$ cat src/bis_pkg.sv
`timescale 1ns / 1ps
package bis_pkg;

  localparam int MAX_SRC_COLS_D = 512;
  localparam int MAX_SRC_ROWS_D = 512;
  localparam int MAX_DST_DIM_D  = 4096;

  localparam int CFG_W  = 13;
  localparam int CFG_IW = 2;

  // Register indexes
  localparam logic [CFG_IW-1:0] REG_SRC_COLS = 2'd0;
  localparam logic [CFG_IW-1:0] REG_SRC_ROWS = 2'd1;
  localparam logic [CFG_IW-1:0] REG_DST_COLS = 2'd2;
  localparam logic [CFG_IW-1:0] REG_DST_ROWS = 2'd3;

  localparam logic FUNC_LOAD    = 1'b0;
  localparam logic FUNC_COMPUTE = 1'b1;

  typedef struct packed {
    logic        func;
    logic [11:0] col;
    logic [11:0] row;
    logic [7:0]  pixel;
  } in_item_t;

  typedef struct packed {
    logic [7:0] pixel_out;
    logic       range_error;
  } out_item_t;

  // Step divider status toward the top level
  typedef struct packed {
    logic        busy;
    logic [25:0] col_step;
    logic [25:0] row_step;
  } step_stat_t;

endpackage

$ cat src/bis_blend.sv
`timescale 1ns / 1ps
// Weight and blend pipeline: column-weight products one stage, row-weight
// products the next, sum, rounding and saturation last.
module bis_blend (
  input  logic                clk,
  input  logic                rst,
  input  logic                vin,
  input  logic                err_in,
  input  logic [16:0]         p,
  input  logic [16:0]         q,
  input  logic [7:0]          p11,
  input  logic [7:0]          p21,
  input  logic [7:0]          p12,
  input  logic [7:0]          p22,
  output logic                vout,
  output bis_pkg::out_item_t  item
);
  import bis_pkg::*;

  logic [16:0] pi, qi;
  assign pi = 17'h10000 - p;
  assign qi = 17'h10000 - q;

  // Stage 1: pixel times the column weight
  logic        v1, e1;
  logic [24:0] a11, a21, a12, a22;
  logic [16:0] q1, qi1;
  always_ff @(posedge clk) begin
    v1  <= rst ? 1'b0 : vin;
    e1  <= err_in;
    a11 <= 25'(pi) * 25'(p11);
    a21 <= 25'(p)  * 25'(p21);
    a12 <= 25'(pi) * 25'(p12);
    a22 <= 25'(p)  * 25'(p22);
    q1  <= q;
    qi1 <= qi;
  end

  // Stage 2: row weight
  logic        v2, e2;
  logic [41:0] m1, m2;
  always_ff @(posedge clk) begin
    v2 <= rst ? 1'b0 : v1;
    e2 <= e1;
    m1 <= 42'(a11 + a21) * 42'(qi1);
    m2 <= 42'(a12 + a22) * 42'(q1);
  end

  // Stage 3: sum, round, saturate
  logic [42:0] s;
  always_comb s = 43'(m1) + 43'(m2) + 43'h80000000;
  always_ff @(posedge clk) begin
    vout <= rst ? 1'b0 : v2;
    item.range_error <= e2;
    if (e2) item.pixel_out <= '0;
    else if (s[42:32] > 11'd255) item.pixel_out <= 8'hFF;
    else item.pixel_out <= s[39:32];
  end

endmodule

$ cat config.mk
export PLATFORM = sky130hd
export DESIGN_NAME = bis_blend
export DESIGN_NICKNAME = d
export VERILOG_FILES = /design/src/bis_pkg.sv /design/src/bis_blend.sv
export SDC_FILE = /design/constraint.sdc
export NUM_CORES = 2
export LEC_CHECK = 0
export BUFFER_PORTS_ARGS = -buffer_cell sky130_fd_sc_hd__buf_2
export CORE_ASPECT_RATIO = 0.6
export CORE_UTILIZATION = 30
export CTS_CLUSTER_SIZE = 25
export DETAILED_ROUTE_END_ITERATION = 8
export PLACE_DENSITY_LB_ADDON = 0.2
export SETUP_SLACK_MARGIN = 0.02
export SYNTH_ARGS = -nofsm -noshare
export SYNTH_HDL_FRONTEND = slang
export SYNTH_SLANG_ARGS = --single-unit
$ cat constraint.sdc
create_clock -name clk -period 13 [get_ports clk]
set_clock_uncertainty 0.05 [all_clocks]
set_input_delay 0 -clock clk [delete_from_list [all_inputs] [get_ports clk]]
set_output_delay 0 -clock clk [all_outputs]
set_load 0.02 [all_outputs]
---- Yosys cells after proc, flatten, opt, wreduce, memory -nomap -nowiden ----
Cells that the tools add are included.
cells by class
  $add $sub $neg .......................... 6
  multiply operators ...................... 6
  $lt $le $gt $ge ......................... 1
  muxes and demuxes ....................... 1
operators with widths
  operator                  count
  $mul A17 B8 Y25           4
  $mul A26 B17 Y42          2
  $add A25 B25 Y26          2
  $add A42 B42 Y43          1
  $add A43 B32 Y43 const B  1
  $sub A17 B17 Y17 const A  2
  $gt A11 B8 Y1 const B     1
  $mux W8                   1
word-level totals
  register bits after elaboration ......... 232
  input port bits ......................... 70
  output and inout port bits .............. 10
  logic and storage cells ................. 29

---- Logic depth before layout (Yosys ltp) ----
  depth in word-level cells ............... 4
  depth in mapped cells ................... 37
  gate-level depth less buffers ........... 36

---- Worst setup path after synthesis ----
OpenSTA, ideal clock, no wires.
  path kind ............................... reg2reg
  start ................................... register a12[0]
  end ..................................... register m2[31]
  setup time .............................. 72 ps
  arrival ................................. 8,036 ps
  required time ........................... 12,878 ps
  setup slack ............................. 4,842 ps
  stages on the path, launching flop included .. 35
  path buffers ............................ 1
  period minus slack after synthesis ...... 8,158 ps
  cell sequence ........................... dfxtp_1 > ha_1 > inv_1 > fa_1 > nor2b_1 > o21ai_0 > a21bo_2 > a21oi_1 > o21ai_0 > nand2_1 > a21oi_1 > o21ba_2 > xnor2_1 > clkbuf_1 > nand2_1 > fa_1 > fa_1 > fa_1 > fa_1 > inv_1 > fa_1 > inv_1 > fa_1 > inv_1 > ha_1 > a21o_1 > a21o_1 > a21oi_1 > or3b_4 > o311a_4 > o21a_1 > a41o_1 > a21o_1 > a21oi_2 > xnor2_1
between the ends
  cells in the longest elaborated chain, start to end .. 2
ends and longest elaborated chain
  what                    line             RTL
  from (decl)             bis_blend.sv:26  logic [24:0] a11, a21, a12, a22;
  from (signal assigned)  bis_blend.sv:33  a12 <= 25'(pi) * 25'(p12);
  $add A25 B25 Y26        bis_blend.sv:46  m2 <= 42'(a12 + a22) * 42'(q1);
  $mul A26 B17 Y42        bis_blend.sv:46
  to (signal assigned)    bis_blend.sv:46
  to (decl)               bis_blend.sv:41  logic [41:0] m1, m2;
No other way between the ends.
A chain may end at the register's enable or synchronous reset.

---- Final worst setup path ----
  start ................................... register a11[0]
  end ..................................... register m1[40]
between the ends
  cells in the longest elaborated chain, start to end .. 2
ends and longest elaborated chain
  what                    line             RTL
  from (decl)             bis_blend.sv:26
  from (signal assigned)  bis_blend.sv:31  a11 <= 25'(pi) * 25'(p11);
  $add A25 B25 Y26        bis_blend.sv:45  m1 <= 42'(a11 + a21) * 42'(qi1);
  $mul A26 B17 Y42        bis_blend.sv:45
  to (signal assigned)    bis_blend.sv:45
  to (decl)               bis_blend.sv:41
No other way between the ends.

==> summary.md <==
| Metric | Value |
|---|---|
| Average size of a mapped cell | `8.884 µm²` |
| Wirelength, routed | `166800 µm` |
| Largest net degree at the start of global routing | `46` |
| Overall Global Routing Usage | `0.1886` |
| Met3 Usage GRT | `0.05819` |
| DRT Pass-1 Iters | `7` |
| Die height | `330 µm` |
| Critical path startpoint category | `flip-flop` |
| Top Usage Layer GRT | `met1` |
| Syn nets | `7742` |
| Routability cong. | `0.8809` |
| CP bufs+invs | `5` |
| Clk sinks | `231` |
| Avg Vias per Cell | `4.738` |
| Post-synth design cell area | `0.05379 mm²` |
| Worst-Skew Late Latency | `0.63 ns` |
| Die Span X | `548.7 µm` |
| Commonest non-fill, non-tap cells in the layout | `inv_1, fa_1, nand2_1, and2_1, ha_1` |
| Post-Synthesis Cells | `6055` |
| Most used cell, CP | `fa_1` |
| Final worst path period share | `0.7352` |
| Hold path cells | `2` |
| Area grow syn2layout | `8.571%` |
| Clk slew on worst S/H paths | `0.06 ns` |
| # resized after CTS | `0` |
| Post-synth top flop | `dfxtp_1` |
| Top cell family by delay on the critical path | `compound AO/OA/AOI/OAI gates` |
| Min Tclk post-route | `9.558 ns` |
| EDFF count, synth | `0` |
| Vias in the first global route | `42300` |
| Initial DRC Count | `2907` |
| R2R depth | `34` |
| Flops & latches, synth | `231` |
| # setup viols final | `0` |
| Hold path endpoint | `q1[7]$_DFF_P_` |
| PortBufs | `79` |
| Slew HR | `0.1660` |
| CTS hold repair buffers | `41` |
| Asr flop ratio synth | `0` |
| Commonest non-fill, non-tap cell in the layout | `inv_1` |
| Hold Crit Class | `in -> reg` |
| Met2 Usage GRT | `0.2529` |
| Slew @ Worst Pin | `1.250 ns` |
| RSZ-0062 raised after global routing | `no` |
| Post-CTS Setup Inserts | `0` |
| Core ar. | `0.1767 mm²` |
| Syn. warnings | `0` |
| Worst EP arrival | `10.02 ns` |
| HPWL after DPL | `132400 µm` |
| Worst endpoint required time | `13.47 ns` |
| CTS tree | `yes` |
| Initial antenna violation count | `19` |
| DR WL/cell | `19.76 µm` |
| CTS buffer count | `29` |
| First-pass GRT wire length | `260300 µm` |
| Hold_sp | `q[7]` |
| Max-cap viol count | `0` |
| Post-route ant nets | `0` |
| CP max-delay cell | `a311o_1` |
| Deepest clock path buffer count | `3` |
| Grt ovf | `0` |
| Nets | `7741` |
| Reg2reg end | `m1[40]$_DFF_P_` |
| CTS root buffer | `clkbuf_16` |
| Ratio of cells with drive above 1 in the final layout | `0.04739` |
| Initial Utilization | `0.3044` |
| Post-synthesis sequential area ratio | `0.08597` |
| DRC | `0` |
| Cell Rows | `119` |
| Status | `finished, final reports clean` |
| Crit. End Element | `flip-flop` |
| Slew Viols, Final | `0` |
| Hold violation total from the final report | `0` |
| Die area | `0.1811 mm²` |
| Top fanout value on the critical path | `17` |
| Synth unique cells | `87` |
| # fillers | `18450` |
| Max frequency | `104.6 MHz` |
| FF-to-FF Start | `a11[0]$_DFF_P_` |
| H-Tree Depth | `1` |
| GR Layer Usage met1 | `0.2972` |
| Critical path type | `reg -> reg` |
| Total number of vias | `40000` |
| Worst path depth | `34` |
| Fin Setup TNS | `0 ns` |
| Ports | `80` |
| Critical path's largest stage delay | `0.91 ns` |
| Setup slack, reg-to-reg | `3.44 ns` |
-- state kept, by name (all words and copies together), names as in the netlist, 9 cells and up --
signal / cells
m1: 42
m2: 42
a11: 25
a12: 25
a21: 25
a22: 25
qi1: 17
q1: 16
item: 9
-- kinds of logic (layout without fill, tap and decap cells) --
kind of cell,Yosys count,in the layout,synth area share
flip-flops,231,231,0.08597
other,0,6,0
XOR/XNOR,215,215,0.03515
AO/OA/AOI/OAI,559,559,0.06906
AND/OR/NAND/NOR,1964,1964,0.1780
adder cells (fa/ha/maj),1617,1617,0.5266
buffers and inverters,1450,1472,0.1015
multiplexers,19,19,0.003815
-- how the worst max path moves through the flow --
| stage | start | end | slack (ns) |
|---|---|---|---|
| finish | a11[0]$_DFF_P_ | m1[40]$_DFF_P_ | 3.44 |
| CTS | a11[0]$_DFF_P_ | m1[40]$_DFF_P_ | 3.60 |
| global route | a11[0]$_DFF_P_ | m1[40]$_DFF_P_ | 2.85 |
| detailed placement | a11[0]$_DFF_P_ | m1[40]$_DFF_P_ | 3.65 |
| global placement | a11[0]$_DFF_P_ | m1[40]$_DFF_P_ | 3.65 |
| floorplan | a12[0]$_DFF_P_ | m2[31]$_DFF_P_ | 4.84 |
-- cells in the mapped netlist (all sizes together) (7+ instances only) --
library cell  count  area (µm²)
nor4             13       81.33
o211ai           19       142.6
a21boi           11       82.57
o21a             34       255.2
o31ai            13       111.4
nand2b           56       352.8
a211oi           25       187.7
a21o             84       630.6
ha              539        6744
nor3             60       305.3
xor2             51       446.7
o21ai            97       489.2
nand4            11       68.82
nand3            56       280.3
nor2            141       531.8
dfxtp           231        4624
mux2i             7       70.07
inv            1207        4531
fa             1078       21580
nand2           914        3431
nor2b            54       337.8
a21oi           172       879.6
mux2             12       135.1
a31oi            20       140.1
and3             28       180.2
or3              16       100.1
xnor2           164        1444
buf              17       80.08
or2               8       50.05
o21bai           21       157.7
and2            582        3644
clkbuf          226       848.3
-- cell type report --
cell class / count / area [µm²] / share of cell area
sequential: 231 / 4634 / 0.07935
timing repair buffer: 211 / 1489 / 0.02549
inverter: 1207 / 4531 / 0.07758
clock buffer: 37 / 795.8 / 0.01363
antenna: 6 / 15.01 / 0.0002571
tap: 2359 / 2952 / 0.05054
multi-input combinational: 4374 / 43810 / 0.7502
clock inverter: 17 / 171.4 / 0.002935
-- routing by layer --
metal	vias to the layer above	routed length (µm)
li1	18360	-
met1	20310	87400
met2	1210	61710
met3	112	15530
met4	6	2097
met5	-	41
-- stage by stage --
step | instances | hold WS [ns] | util | setup WS (ns) | cell area, µm²
final | 8442 | 0.06342 | 0.3305 | 3.442 | 58400
after global routing | 8439 | 0.02179 | 0.3304 | 2.847 | 58390
after CTS | 8436 | 0.0009769 | 0.3304 | 3.603 | 58390
after detailed placement | 8341 | 0.05398 | 0.3226 | 3.647 | 57010
after global placement | 8341 | 0.05283 | 0.3226 | 3.653 | 57010
after floorplan | 6055 | -0.02228 | - | 4.842 | 53790
Power is not shown: default switching activity piles up to over one toggle a cycle in this logic, so the estimate is an artifact.
