**config.mk**
```make
export PLATFORM = sky130hd
export DESIGN_NAME = bis_step_div
export DESIGN_NICKNAME = d
export VERILOG_FILES = /design/src/bis_pkg.sv /design/src/bis_step_div.sv
export SDC_FILE = /design/constraint.sdc
export NUM_CORES = 1
export LEC_CHECK = 0
export ABC_AREA = 1
export BUFFER_PORTS_ARGS = -buffer_cell sky130_fd_sc_hd__buf_4
export CORE_AREA = 5 5 104 203
export DETAILED_ROUTE_END_ITERATION = 8
export DIE_AREA = 0 0 109 208
export HOLD_SLACK_MARGIN = 0.03
export PLACE_DENSITY = 0.84
export SLEW_MARGIN = 15
export SYNTH_ARGS = -nofsm -noshare
export SYNTH_HDL_FRONTEND = slang
export SYNTH_SLANG_ARGS = --single-unit
```
**constraint.sdc**
```tcl
create_clock -name clk -period 4 [get_ports clk]
set_input_delay 1.2 -clock clk [delete_from_list [all_inputs] [get_ports clk]]
set_output_delay 1.2 -clock clk [all_outputs]
set_load 0.01 [all_outputs]
```
**src/bis_pkg.sv**
```systemverilog
`timescale 1ns / 1ps
package bis_pkg;

  localparam int MAX_SRC_COLS_D = 512;
  localparam int MAX_SRC_ROWS_D = 512;
  localparam int MAX_DST_DIM_D  = 4096;

  localparam int CFG_W  = 13;
  localparam int CFG_IW = 2;

  // Register indexes
  localparam logic [CFG_IW-1:0] REG_SRC_COLS = 2'd0;
  localparam logic [CFG_IW-1:0] REG_SRC_ROWS = 2'd1;
  localparam logic [CFG_IW-1:0] REG_DST_COLS = 2'd2;
  localparam logic [CFG_IW-1:0] REG_DST_ROWS = 2'd3;

  localparam logic FUNC_LOAD    = 1'b0;
  localparam logic FUNC_COMPUTE = 1'b1;

  typedef struct packed {
    logic        func;
    logic [11:0] col;
    logic [11:0] row;
    logic [7:0]  pixel;
  } in_item_t;

  typedef struct packed {
    logic [7:0] pixel_out;
    logic       range_error;
  } out_item_t;

  // Step divider status toward the top level
  typedef struct packed {
    logic        busy;
    logic [25:0] col_step;
    logic [25:0] row_step;
  } step_stat_t;

endpackage

```
**src/bis_step_div.sv**
```systemverilog
`timescale 1ns / 1ps
// Recomputes col_step and row_step with a restoring divider, one quotient
// bit per cycle, both axes at once.
module bis_step_div #(
  parameter int MAX_SRC_COLS = bis_pkg::MAX_SRC_COLS_D,
  parameter int MAX_SRC_ROWS = bis_pkg::MAX_SRC_ROWS_D,
  parameter int MAX_DST_DIM  = bis_pkg::MAX_DST_DIM_D
) (
  input  logic                clk,
  input  logic                rst,
  input  logic                kick,
  input  logic [9:0]          src_cols,
  input  logic [9:0]          src_rows,
  input  logic [12:0]         dst_cols,
  input  logic [12:0]         dst_rows,
  output bis_pkg::step_stat_t stat
);
  import bis_pkg::*;

  localparam int NW = 42;   // dividend width: (src-1)<<16 fits
  localparam int DW = 16;

  logic [NW-1:0] cnum, rnum;
  logic [DW:0]   crem, rrem;
  logic [DW-1:0] cden, rden;
  logic [5:0]    cnt;
  logic          run;
  logic [25:0]   cq, rq;

  function automatic logic [DW-1:0] clampd(input logic [12:0] v, input int hi);
    logic [DW-1:0] r;
    r = {{(DW-13){1'b0}}, v};
    if (r < 2) r = DW'(2);
    else if (r > DW'(hi)) r = DW'(hi);
    return r;
  endfunction

  logic [DW:0] cr_sh, rr_sh;
  assign cr_sh = {crem[DW-1:0], cnum[NW-1]};
  assign rr_sh = {rrem[DW-1:0], rnum[NW-1]};

  always_ff @(posedge clk) begin
    if (rst || kick) begin
      run  <= 1'b1;
      cnt  <= 6'(NW);
      crem <= '0;
      rrem <= '0;
      cnum <= NW'(clampd({3'b0, src_cols}, MAX_SRC_COLS) - 1) << 16;
      rnum <= NW'(clampd({3'b0, src_rows}, MAX_SRC_ROWS) - 1) << 16;
      cden <= clampd(dst_cols, MAX_DST_DIM) - 1'b1;
      rden <= clampd(dst_rows, MAX_DST_DIM) - 1'b1;
      if (rst) begin
        cq <= '0;
        rq <= '0;
      end
    end else if (run) begin
      cnum <= cnum << 1;
      rnum <= rnum << 1;
      if (cr_sh >= {1'b0, cden}) begin
        crem <= cr_sh - {1'b0, cden};
        cq   <= {cq[24:0], 1'b1};
      end else begin
        crem <= cr_sh;
        cq   <= {cq[24:0], 1'b0};
      end
      if (rr_sh >= {1'b0, rden}) begin
        rrem <= rr_sh - {1'b0, rden};
        rq   <= {rq[24:0], 1'b1};
      end else begin
        rrem <= rr_sh;
        rq   <= {rq[24:0], 1'b0};
      end
      cnt <= cnt - 1'b1;
      if (cnt == 6'd1) run <= 1'b0;
    end
  end

  assign stat.busy     = run;
  assign stat.col_step = cq;
  assign stat.row_step = rq;

endmodule

```
* Yosys cells after proc, flatten, opt, wreduce, memory -nomap -nowiden
Index checks and enable logic that the tools add are counted.
** Storage, ports and cells
- Bits in registers :: 175
- Bits in latches :: 0
- Bits in writable memories :: 0
- Bits in read-only memories :: 0
- Input port bits :: 49
- Output and inout port bits :: 53
- Logic and storage cells :: 59
- Memories :: 0
** Cells by class
- Add/subtract/negate cells :: 7
- Multipliers :: 0
- Div/mod/pow operators :: 0
- Magnitude comparators :: 10
- Equal/unequal tests :: 2
- Shifts and indexed selects :: 0
- Multiplexer cells :: 27
- Bitwise logic cells :: 0
- Reduce and logical (&&, ||, !) cells :: 3
** Operators by type and width (count)
- two-way mux 42 bit :: 4
- two-way mux 26 bit :: 5
- two-way mux 16 bit :: 7
- two-way mux 13 bit :: 4
- greater-or-equal comparator 17 x 16 -> 1 bit :: 2
- subtractor 16 x 1 -> 17 bit, second input constant :: 2
- subtractor 16 x 1 -> 16 bit, second input constant :: 2
- subtractor 16 bit :: 2
- two-way mux 10 bit :: 3
- greater-than comparator 13 bit, second input constant :: 2
- < comparator 13 x 2 -> 1 bit, second input constant :: 2
- greater-than comparator 10 bit, second input constant :: 2
- < comparator 10 x 2 -> 1 bit, second input constant :: 2
- equality test 6 x 1 -> 1 bit, second input constant :: 1
- subtractor 6 x 1 -> 6 bit, second input constant :: 1
- two-way mux 1 bit :: 4
- inequality test 2 bit, second input constant :: 1
- AND reduction 2 bit :: 1
- nonzero test 2 bit :: 1
- logical OR 1 bit :: 1

* Logic depth before layout (Yosys ltp)
- Word-level depth :: 6
- Mapped depth :: 15

* Least setup slack after synthesis
OpenSTA, ideal clock, no wires.
- Path type :: input to register
- From :: in kick
- To :: reg cnum[16] (enable)
- Arrival time :: 3089 ps
- Path slack :: 474 ps
- Stages :: 5
- Cells stage by stage :: nor2_1 inv_1 nor2_1 inv_1 clkbuf_1
** On the way
- Longest elaborated chain between the ends :: 2
** RTL lines
- start: declaration :: RTL line bis_step_div.sv:11 : input logic kick,
- logical OR 1 bit :: RTL line bis_step_div.sv:43 : if (rst || kick) begin
- nonzero test 2 bit (no line)
- end signal: assignment :: RTL line bis_step_div.sv:48 : cnum <= NW'(clampd({3'b0, src_cols}, MAX_SRC_COLS) - 1) << 16;
- end signal: assignment :: RTL line bis_step_div.sv:57 : cnum <= cnum << 1;
- end: declaration :: RTL line bis_step_div.sv:23 : logic [NW-1:0] cnum, rnum;
No other way between the ends.
A chain may end at the register's enable or synchronous reset.

* Final worst setup path
- From :: in src_rows[6]
- To :: reg rnum[26], data pin
** On the way
- Longest elaborated chain between the ends :: 6
- Elaborated cells on any way between the ends :: 7
- Classes of those cells :: 1 x add/sub; 2 x order compare; 4 x mux
** RTL lines
- start: declaration :: RTL line bis_step_div.sv:13 : input logic [9:0] src_rows,
- greater-than comparator 10 bit :: RTL line bis_step_div.sv:34 : else if (r > DW'(hi)) r = DW'(hi);
- two-way mux 10 bit :: RTL line bis_step_div.sv:34
- two-way mux 10 bit * :: RTL line bis_step_div.sv:33 : if (r < 2) r = DW'(2);
- two-way mux 16 bit * :: RTL line bis_step_div.sv:43
- subtractor 16 x 1 -> 17 bit * :: RTL line bis_step_div.sv:49 : rnum <= NW'(clampd({3'b0, src_rows}, MAX_SRC_ROWS) - 1) << 16;
- two-way mux 42 bit * :: RTL line bis_step_div.sv:43
- end signal: assignment :: RTL line bis_step_div.sv:49
- end signal: assignment :: RTL line bis_step_div.sv:58 : rnum <= rnum << 1;
- end: declaration :: RTL line bis_step_div.sv:23
Every way passes the cells marked *; elsewhere a longest branch is shown, timed or not. The select of a mux whose other input is x is not followed.

==> results_tabular.tex <==
\begin{tabular}{lr}
\hline
Metric & Value \\
\hline
\multicolumn{2}{l}{\textbf{Synth}} \\
\quad EDFF count, synth & 136 \\
\quad Combined area of all synthesized cells & 10390 um\^{}2 \\
\quad Portion of the post-synthesis area used by sequential elements & between 40\% and 50\% \\
\quad Share of async-settable or async-resettable flops after synthesis & 0\% \\
\quad Count of mapped cells out of synthesis & approximately 1300 \\
\quad Flop and latch count out of synthesis & 175 \\
\quad Area leader, netlist & sky130\_fd\_sc\_hd\_\_edfxtp\_1 \\
\quad Cell types with the largest area share after synthesis & sky130\_fd\_sc\_hd\_\_edfxtp\_1 39\%, sky130\_fd\_sc\_hd\_\_nand2\_1 13\%, sky130\_fd\_sc\_hd\_\_inv\_1 8.4\% \\
\quad Yosys top cell area share & approximately 39\% \\
\quad Count of synthesis-stage warnings from yosys & 0 \\
\quad Mean instance size in the synthesized netlist & 7.965 um\^{}2 \\
\quad Post-synth cell types & 46 \\
\quad Most common cell in the netlist & sky130\_fd\_sc\_hd\_\_nand2\_1 \\
\quad Predominant post-synthesis flop cell & sky130\_fd\_sc\_hd\_\_edfxtp\_1 \\
\quad Top cells by count, synth & 362 x sky130\_fd\_sc\_hd\_\_nand2\_1, 233 x sky130\_fd\_sc\_hd\_\_inv\_1, 136 x sky130\_fd\_sc\_hd\_\_edfxtp\_1, 135 x sky130\_fd\_sc\_hd\_\_nor2\_1, 110 x sky130\_fd\_sc\_hd\_\_nand3\_1 \\
\multicolumn{2}{l}{\textbf{Pwr}} \\
\quad Largest voltage drop on the vdd net & around 0.25 mV \\
\quad Leakage component of the power & between 5 and 6 nW \\
\quad PwrDens & between 300 and 400 nW/um\^{}2 \\
\multicolumn{2}{l}{\textbf{STA}} \\
\quad Clock Skews & around 13 ps \\
\quad Slew at the pin closest to its max-slew limit & $\sim$960 ps \\
\quad Slew margin rel. & a little over a third \\
\quad Final count of negative-setup-slack endpoints & 0 \\
\quad Hold violation count in the final report & 0 \\
\quad Hold slack final & $\sim$480 ps \\
\quad Period minus WS final & between 2000 and 3000 ps \\
\quad Achievable clock frequency & about 0.36 GHz \\
\quad Pins over their slew limit & 0 \\
\quad RSZ-0062 raised after global routing & no \\
\quad Final TNS setup & 0 ps \\
\quad Post-route fraction of the period consumed by the critical path & about two thirds \\
\multicolumn{2}{l}{\textbf{Global route}} \\
\quad Global router's overall resource usage & about a fifth \\
\quad Number of global-route vias before repair & 8664 \\
\quad Initial antenna violation count & 0 \\
\quad Maximum number of pins on one net before global-route repair & $\sim$110 \\
\quad Final global-route overflow total & 0 \\
\quad Wire length of the first global-routing pass & around 38000 um \\
\multicolumn{2}{l}{\textbf{CTS}} \\
\quad CTS max path bufs & 2 \\
\quad Number of H-tree levels & 4 \\
\quad Number of clock buffers inserted by TritonCTS & 17 \\
\quad TritonCTS sink count & about 180 \\
\quad Number of buffers inserted by hold repair at cts & 0 \\
\quad Count of cells resized by post-cts repair & 0 \\
\quad TritonCTS clock tree & built \\
\quad Clk Latency, worst-skew pair & between 400 and 500 ps \\
\quad Root buffer cell & sky130\_fd\_sc\_hd\_\_clkbuf\_16 \\
\quad Register clock-pin slew on the reported worst setup and hold paths & roughly 70 ps \\
\quad Post-CTS setup buffers & 0 \\
\multicolumn{2}{l}{\textbf{Routing}} \\
\quad Number of detailed-routing iterations run before antenna repair & 5 \\
\quad Met3 Wirelength & slightly below 900 um \\
\quad Via total after detailed routing & 8566 \\
\quad Top layer used by detailed routing & met4 \\
\quad Antenna Violating Nets Remaining & 0 \\
\quad Count of routing violations after the opening detailed-route iteration & 449 \\
\quad Via density per instance & about 5 \\
\quad \# DRC & 0 \\
\quad Sum of met2 wire segment lengths after detailed routing & 13010 um \\
\quad Final wirelength & between 20000 and 25000 um \\
\quad Metal1 wirelength & between 8000 and 9000 um \\
\quad Wire length per cell after detailed routing & between 10 and 15 um \\
\multicolumn{2}{l}{\textbf{Place}} \\
\quad \# port buffers & around 100 \\
\quad Half-perimeter wire length after placement & approximately 17000 um \\
\quad Global placement routability congestion & around 0.9 \\
\multicolumn{2}{l}{\textbf{Floorplan}} \\
\quad Starting Density & about 54\% \\
\quad Core Footprint & 19370 um\^{}2 \\
\quad Top Ports & between 100 and 150 \\
\quad Die H & about 210 um \\
\quad Die Area & approximately 23000 um\^{}2 \\
\quad Die boundary width & about 110 um \\
\quad Floorplan row count & slightly above 70 \\
\multicolumn{2}{l}{\textbf{Run status}} \\
\quad Result of the run & complete, no violations \\
\multicolumn{2}{l}{\textbf{Critical path}} \\
\quad Worst Path Max Fanout & 14 \\
\quad Kind of launch point of the worst setup path & input pin \\
\quad WP data required & 4150 ps \\
\quad Setup Crit Path Kind & in2reg \\
\quad WP data arrival & around 2900 ps \\
\quad Capturing element type of the critical path & flip-flop \\
\multicolumn{2}{l}{\textbf{Finish}} \\
\quad Antenna diode instance count & 0 \\
\quad Filler cell count & 1644 \\
\quad Layout overhead on the synthesized area & 14.95\% \\
\quad Number of nets at the end of the flow & 1492 \\
\quad Fraction of final layout cells with drive strength greater than 1 & approximately 15\% \\
\multicolumn{2}{l}{\textbf{Job}} \\
\quad Max-cap viol count & 0 \\
\multicolumn{2}{l}{\textbf{Worst hold path}} \\
\quad Min-Delay Path Class & reg2reg \\
\hline
\end{tabular}
-- kinds of logic after synthesis --
family,Yosys count,synth area share (%)
simple gates,697,29.93
compound gates,93,5.381
flops,175,46.80
xor+xnor,29,2.444
other cells,1,0.03608
buf+inv,270,10.45
fa+ha+maj,40,4.960
-- metal layers --
layer  track usage, %  up-vias
li1                 -     4338
met1            20.21     3924
met2            40.32      239
met3            3.071       65
met4            12.12        0
met5                0        -
-- state kept, by name, indices dropped and copies added (netlist names) --
name and flops:
rnum 26, cq 26, cden 16, cnum 26
rden 16, rq 26, run 1, rrem 16
crem 16, cnt 6
-- report_power, final --
part	switching [W]	leakage (nW)	total (W)	internal, W
clock	0.000783	0.273	0.00161	0.000831
sequential	0.0000425	1.81	0.00212	0.00208
combinational	0.000392	3.90	0.000624	0.000232
-- worst max-delay path: stages --
cell	delay, ps
sky130_fd_sc_hd__buf_4	120
sky130_fd_sc_hd__nor2_1	130
sky130_fd_sc_hd__nand3_1	120
sky130_fd_sc_hd__o21bai_2	410
sky130_fd_sc_hd__nand2_1	140
sky130_fd_sc_hd__ha_1	240
sky130_fd_sc_hd__nand3_1	370
sky130_fd_sc_hd__nand2_1	150
-- area by class of cell --
class,instances,area [um^2],area share (%)
clock buffer,17,425.4,3.561
clock inverter,15,150.1,1.257
inverter,237,890.9,7.456
multi-input combinational,863,4462,37.34
sequential,175,4865,40.72
tap,259,324.1,2.712
timing repair buffer,109,830.8,6.954
-- layout by cell type (no fill, tap or decap), types with 4 or more instances in the layout --
master	instances
sky130_fd_sc_hd__nand2_1	362
sky130_fd_sc_hd__inv_1	231
sky130_fd_sc_hd__edfxtp_1	136
sky130_fd_sc_hd__nor2_1	134
sky130_fd_sc_hd__nand3_1	110
sky130_fd_sc_hd__buf_4	108
sky130_fd_sc_hd__dfxtp_1	39
sky130_fd_sc_hd__ha_1	38
sky130_fd_sc_hd__o21ai_0	33
sky130_fd_sc_hd__a21oi_1	27
sky130_fd_sc_hd__nand2_2	17
sky130_fd_sc_hd__clkbuf_16	17
sky130_fd_sc_hd__xor2_1	15
sky130_fd_sc_hd__nand3_2	15
sky130_fd_sc_hd__xnor2_1	14
sky130_fd_sc_hd__nor3_1	12
sky130_fd_sc_hd__nand3b_1	11
sky130_fd_sc_hd__nand4_1	9
sky130_fd_sc_hd__o21ai_1	8
sky130_fd_sc_hd__nor2_2	7
sky130_fd_sc_hd__o41ai_1	6
sky130_fd_sc_hd__nor2_4	5
sky130_fd_sc_hd__inv_8	5
sky130_fd_sc_hd__inv_2	4
sky130_fd_sc_hd__conb_1	4
-- path summary, 6_finish.rpt --
kind	depth (start not counted)	from	end	slack, ps
setup reg to reg	11	rden[14]	rrem[2]	1710
hold / removal	2	crem[14]	crem[14]	480
hold reg to reg	2	crem[14]	crem[14]	480
setup / recovery	8	src_rows[6]	rnum[26]	1250
-- stage by stage --
| stage | cell area, um^2 | power (W) | cells | worst slack (ps) | utilization (%) |
|---|---|---|---|---|---|
| 5_1_grt | 11950 | 0.004536 | 1675 | 1082 | 61.69 |
| 3_5_place_dp | 11370 | 0.002779 | 1643 | 858.4 | 58.71 |
| 6_report | 11950 | 0.004356 | 1675 | 1255 | 61.69 |
| 2_1_floorplan | 10410 | 0.002560 | 1308 | 474.2 | - |
| 3_3_place_gp | 11370 | 0.002758 | 1643 | 968.0 | 58.71 |
| 4_1_cts | 11950 | 0.004393 | 1675 | 1289 | 61.69 |
(Power assumes the default switching activity.)
